`src/hbf_pkg.sv`:
```
// ----------------------------------------------------------------------------
// hbf_pkg
// Shared types, codes and helpers for the hierarchical bitmap free finder.
// ----------------------------------------------------------------------------
package hbf_pkg;

    // fixed word geometry
    localparam int unsigned WORD_BITS        = 32;
    localparam int unsigned POS_W            = 5;
    localparam int unsigned DEFAULT_MAX_BITS = 32768;
    localparam logic [WORD_BITS-1:0] ALL_ONES = '1;

    // payload widths
    localparam int unsigned REQ_W      = 3;
    localparam int unsigned IDX_W      = 15;
    localparam int unsigned STATUS_W   = 2;
    localparam int unsigned CFG_IDX_W  = 1;
    localparam int unsigned CFG_DATA_W = 16;
    localparam int unsigned LEAF_IDX_W = IDX_W - POS_W;

    // request codes
    localparam logic [REQ_W-1:0] REQ_SET       = 3'd0;
    localparam logic [REQ_W-1:0] REQ_CLEAR     = 3'd1;
    localparam logic [REQ_W-1:0] REQ_TEST      = 3'd2;
    localparam logic [REQ_W-1:0] REQ_FIND      = 3'd3;
    localparam logic [REQ_W-1:0] REQ_RESET_ALL = 3'd4;

    // status codes
    localparam logic [STATUS_W-1:0] STATUS_OK        = 2'd0;
    localparam logic [STATUS_W-1:0] STATUS_NOT_FOUND = 2'd1;
    localparam logic [STATUS_W-1:0] STATUS_RANGE     = 2'd2;

    // configuration register indexes
    localparam logic [CFG_IDX_W-1:0] CFG_NUM_BITS    = 1'd0;
    localparam logic [CFG_IDX_W-1:0] CFG_INVERT_MODE = 1'd1;

    localparam logic [CFG_DATA_W-1:0] NUM_BITS_RESET = 16'd32768;

    // operand of the shared word unit
    typedef struct packed {
        logic [WORD_BITS-1:0] word;
        logic [POS_W-1:0]     pos;
        logic                 val;
    } wu_req_t;

    // results of the shared word unit
    typedef struct packed {
        logic [WORD_BITS-1:0] new_word;
        logic [POS_W-1:0]     low_zero;
        logic                 all_ones;
        logic                 new_all_ones;
    } wu_rsp_t;

    // leaf word written by the initialization sweep for leaf k
    function automatic logic [WORD_BITS-1:0] sweep_word(
        input logic [LEAF_IDX_W-1:0] k,
        input logic [CFG_DATA_W-1:0] n,
        input logic                  inv
    );
        logic [CFG_DATA_W-POS_W-1:0] full_words;
        logic [WORD_BITS-1:0]        fill;
        logic [WORD_BITS-1:0]        pad_mask;
        full_words = n[CFG_DATA_W-1:POS_W];
        fill       = {WORD_BITS{inv}};
        pad_mask   = ALL_ONES << n[POS_W-1:0];
        if ({1'b0, k} < full_words)
            return fill;
        else if (({1'b0, k} == full_words) && (n[POS_W-1:0] != '0))
            return fill | pad_mask;
        else
            return ALL_ONES;
    endfunction

endpackage

```
`src/hbf_word_unit.sv`:
```
// ----------------------------------------------------------------------------
// hbf_word_unit
// Shared word unit: bit replace, all-ones detect and lowest-zero search.
// ----------------------------------------------------------------------------
module hbf_word_unit (
    input  hbf_pkg::wu_req_t req,
    output hbf_pkg::wu_rsp_t rsp
);
    import hbf_pkg::*;

    logic [WORD_BITS-1:0] pos_mask;
    logic [WORD_BITS-1:0] new_word;
    logic [POS_W-1:0]     low_zero;

    // replace one bit of the word
    assign pos_mask = WORD_BITS'(1) << req.pos;
    assign new_word = (req.word & ~pos_mask) | (req.val ? pos_mask : '0);

    // lowest zero bit, 31 when the word is all ones
    always_comb
    begin
        low_zero = POS_W'(WORD_BITS - 1);
        for (int i = WORD_BITS - 2; i >= 0; i--)
        begin
            if (!req.word[i])
                low_zero = POS_W'(i);
        end
    end

    assign rsp.new_word     = new_word;
    assign rsp.low_zero     = low_zero;
    assign rsp.all_ones     = &req.word;
    assign rsp.new_all_ones = &new_word;

endmodule

```
`config.mk`:
```
export PLATFORM = sky130hd
export DESIGN_NAME = hbf_word_unit
export DESIGN_NICKNAME = d
export VERILOG_FILES = /design/src/hbf_pkg.sv /design/src/hbf_word_unit.sv
export SDC_FILE = /design/constraint.sdc
export NUM_CORES = 1
export LEC_CHECK = 0
export ABC_AREA = 1
export BUFFER_PORTS_ARGS = -buffer_cell sky130_fd_sc_hd__buf_2
export CAP_MARGIN = 0
export CORE_UTILIZATION = 41
export DETAILED_ROUTE_END_ITERATION = 10
export GPL_TIMING_DRIVEN = 1
export PLACE_DENSITY = 0.88
export REMOVE_ABC_BUFFERS = 1
export SLEW_MARGIN = 15
export SYNTH_ARGS = -nofsm -noshare
export SYNTH_HDL_FRONTEND = slang
export SYNTH_SLANG_ARGS = --single-unit
```
`constraint.sdc`:
```
create_clock -name vclk -period 2.65
set_input_delay 0.53 -clock vclk [all_inputs]
set_output_delay 0.53 -clock vclk [all_outputs]
set_load 0.01 [all_outputs]
```
# Word level (Yosys, flattened, before mapping)

Cells that the tools add are included.

Mux-type cells: 32
Shifts and indexed selects: 1
Bitwise logic cells: 3
Reductions and logical operators: 2

Operators by type and width:

| operator                                                           | count |
|---|---|
| 5-bit 2-to-1 mux                                                   | 30 |
| 32-bit AND reduction                                               | 2 |
| 32-bit bitwise AND                                                 | 1 |
| 32-bit 2-to-1 mux                                                  | 1 |
| 32-bit inverter                                                    | 1 |
| 32-bit bitwise OR                                                  | 1 |
| 1-bit by 5-bit left shift with 32-bit output, first input constant | 1 |
| 1-bit 2-to-1 mux                                                   | 1 |

Register bits: 0
Word-level logic and storage cells: 38

# Longest topological paths before layout

Depth in word-level cells: 31
Gate-level depth with buffers: 30
Depth with buffers taken out: 30

# Worst setup path before layout

Ideal clock, no wire load.

Path type: in2out
Start point: input port req[3] (netlist bit)
End point: output port rsp[0] (netlist bit)
Setup slack: 0.057 ns
Stages on the path: 8
Arrival: 2.063 ns
Required time: 2.120 ns
Path buffers: 1
Cell sequence: buf_4 inv_1 nor3_1 nand3_1 o21ai_0 nand4_1 nor4_1 and2_1

RTL lines:

| item               | RTL line           | RTL |
|---|---|---|
| start: declaration | hbf_word_unit.sv:6 | `input hbf_pkg::wu_req_t req,` |
| end: declaration   | hbf_word_unit.sv:7 | `output hbf_pkg::wu_rsp_t rsp` |

==> key figures <==
Run status
  – Result of the run: finished with violations
  – Violated checks: negative setup slack

Layout
  – Final core utilization: 93.4%
  – Count of clock-net buffers in the final layout: 0
  – Count of fill cells added during filler insertion: 77
  – Register Area: 0 µm²
  – Area grow syn2layout: 105%
  – Number of flip-flops and latches: 0
  – Share of final-layout standard cells stronger than drive strength 1: 52.6%
  – Most common cell after layout, fill and taps aside: buf_2
  – Fin area: 1910 µm²
  – Antenna cell count: 0
  – Nets@finish: 348
  – Combined area of the multi-input logic cells: 1060 µm²
  – Commonest cells after routing, fill and taps aside: buf_2, nand2_1, buf_4, nand3_1, o21ai_1

Place
  – GP Congestion: 1.02
  – Half-perimeter wire length after placement: 3230 µm
  – Count of buffers from port buffering: 77
  – Standard cell area after detailed placement: 1500 µm²

Min path
  – Worst Min Path Start: req[7]
  – Worst hold path type: input port to output pin
  – Hold Path Depth: 3
  – Hold endpoint: rsp[2]

Synthesis
  – Gate count of the mapped netlist: 201
  – Number of warnings issued by yosys: 0
  – Post-synthesis cell area: 931 µm²
  – Library cells used by synthesis: 19
  – Average instance area after synthesis: 4.63 µm²
  – Register area share after synthesis: 0%

Detailed routing
  – DRT iter0 DRCs: 301
  – Wire length per cell: 19.7 µm
  – Number of antenna-violating nets in the routed design: 0
  – Routed via count: 2312
  – Routed Wire Length: 6590 µm
  – Iteration count of the initial detailed-routing pass: 7
  – Vias per inst: 6.90
  – Post-route DRC violation count: 0

Power
  – Static leakage: 0.910 nW
  – IR Drop Worst-Case VDD: 0.134 mV
  – Power density over cell area: 172 nW/µm²

Timing
  – Highest Clock Rate: 311 MHz
  – Fin. Hold Viols: 0
  – Worst slew pin tran: 0.502 ns
  – Final critical-path setup slack: -0.565 ns
  – Final worst path period need: 3.22 ns
  – Final cycle utilization of the critical path: 121%
  – Setup violations, final: 2
  – Final slew viol count: 0
  – Slew Limit Headroom: 66.2%
  – Final setup TNS: -0.702 ns
  – RSZ-0062 raised after global routing: yes

Critical path
  – Category of the most critical setup path: input port to output pin
  – Cell with the biggest individual delay on the critical path: buf_2
  – Most used cell, CP: nand2_1
  – Worst Setup Start Kind: input port
  – Stage delay of the slowest cell on the critical path: 0.13 ns
  – Data required time at the worst endpoint: 2.12 ns
  – Critical path data arrival time: 2.69 ns
  – Type of element capturing the critical path: output pin
  – CP Max Fanout: 2

Die
  – Initial core utilization: 45.6%
  – Die footprint: 2470 µm²
  – Placeable core region: 2040 µm²
  – Floorplan row count: 16
  – Chip Height: 49.7 µm
  – Die outline width: 49.7 µm
  – Ports: 77

Global route
  – Global routing met3 resource utilization: 1.23%
  – Initial antenna violation count: 0
  – Wire length of the first global-routing pass: 6520 µm
  – Total grt overflow: 0
  – Global Route met1 Usage: 40.1%
  – GRT met2 Usage: 60.6%
  – Most crowded layer after global routing: met2
  – Global-route usage over all layers: 32.3%
  – Maximum number of pins on one net before global-route repair: 22
  – Number of global-route vias before repair: 1601

Flow run
  – Maxcap violations: 0
Yosys cell counts:
library cell,number,share of area [%]
nor3_1,5,2.7
nor4_1,3,2.0
buf_1,1,0.40
nand3_1,23,12
o21bai_1,1,0.81
o31ai_1,7,5.6
buf_4,1,0.81
a31o_2,1,0.94
o21ai_0,28,15
a21oi_2,1,0.94
and2_1,1,0.67
inv_1,10,4.0
nand4_1,11,7.4
a21oi_1,5,2.7
nand2_1,71,29
buf_2,1,0.54
nor2_1,17,6.9
a31oi_1,7,4.7
clkbuf_1,7,2.8
logic make-up (layout without fill, tap and decap cells):
kind of cell           count (synthesis)  in the layout  share of synthesized area [%]
buffers and inverters                 20            127                           8.60
AO/OA/AOI/OAI                         50             50                           30.8
AND/OR/NAND/NOR                      131            131                           60.6
per-layer routing:
layer | vias to the layer above | share of wire (%)
li1 | 928 | -
met1 | 968 | 32
met2 | 316 | 41
met3 | 100 | 17
met4 | 0 | 10
met5 | - | 0
power breakdown:
group / internal (mW) / leakage, nW / switching [mW]
clock: 0 / 0 / 0
sequential: 0 / 0 / 0
combinational: 0.133 / 0.910 / 0.194
total: 0.133 / 0.910 / 0.194
final cells by class:
type	count	share of cell area, %
Multi-Input combinational cell	181	55.8
Tap cell	27	1.77
Timing Repair Buffer	117	39.6
Inverter	10	2.76
critical path, delay by kind of cell:
family / cells / cell delay (ns)
AO/OA/AOI/OAI: 1 / 0.11
buffers and inverters: 2 / 0.23
AND/OR/NAND/NOR: 28 / 1.81
worst max-delay path by stage:
stage	depth (start not counted)	startpoint	endpoint
floorplan	7	req[3]	rsp[0]
global placement	32	req[36]	rsp[2]
detailed placement	32	req[36]	rsp[2]
CTS	31	req[35]	rsp[2]
global route	31	req[35]	rsp[2]
finish	31	req[35]	rsp[2]
per-stage QoR:
step	instances	power, mW	setup slack [ns]	hold slack, ns
finish	335	0.327	-0.565	1.39
global route	335	0.341	-0.834	1.40
CTS	321	0.232	-0.0964	1.36
detailed placement	321	0.226	-0.115	1.36
global placement	321	0.219	-0.0878	1.36
floorplan	191	0.0989	0.195	1.11
repair_timing:
item / in CTS / in global routing
hold buffers: 0 / 0
pin swaps: 0 / 10
gates resized for setup: 14 / 79
setup endpoints to repair: 2 / 2
buffers inserted: 0 / 14
Note: power is estimated with default switching activity, not from simulation.
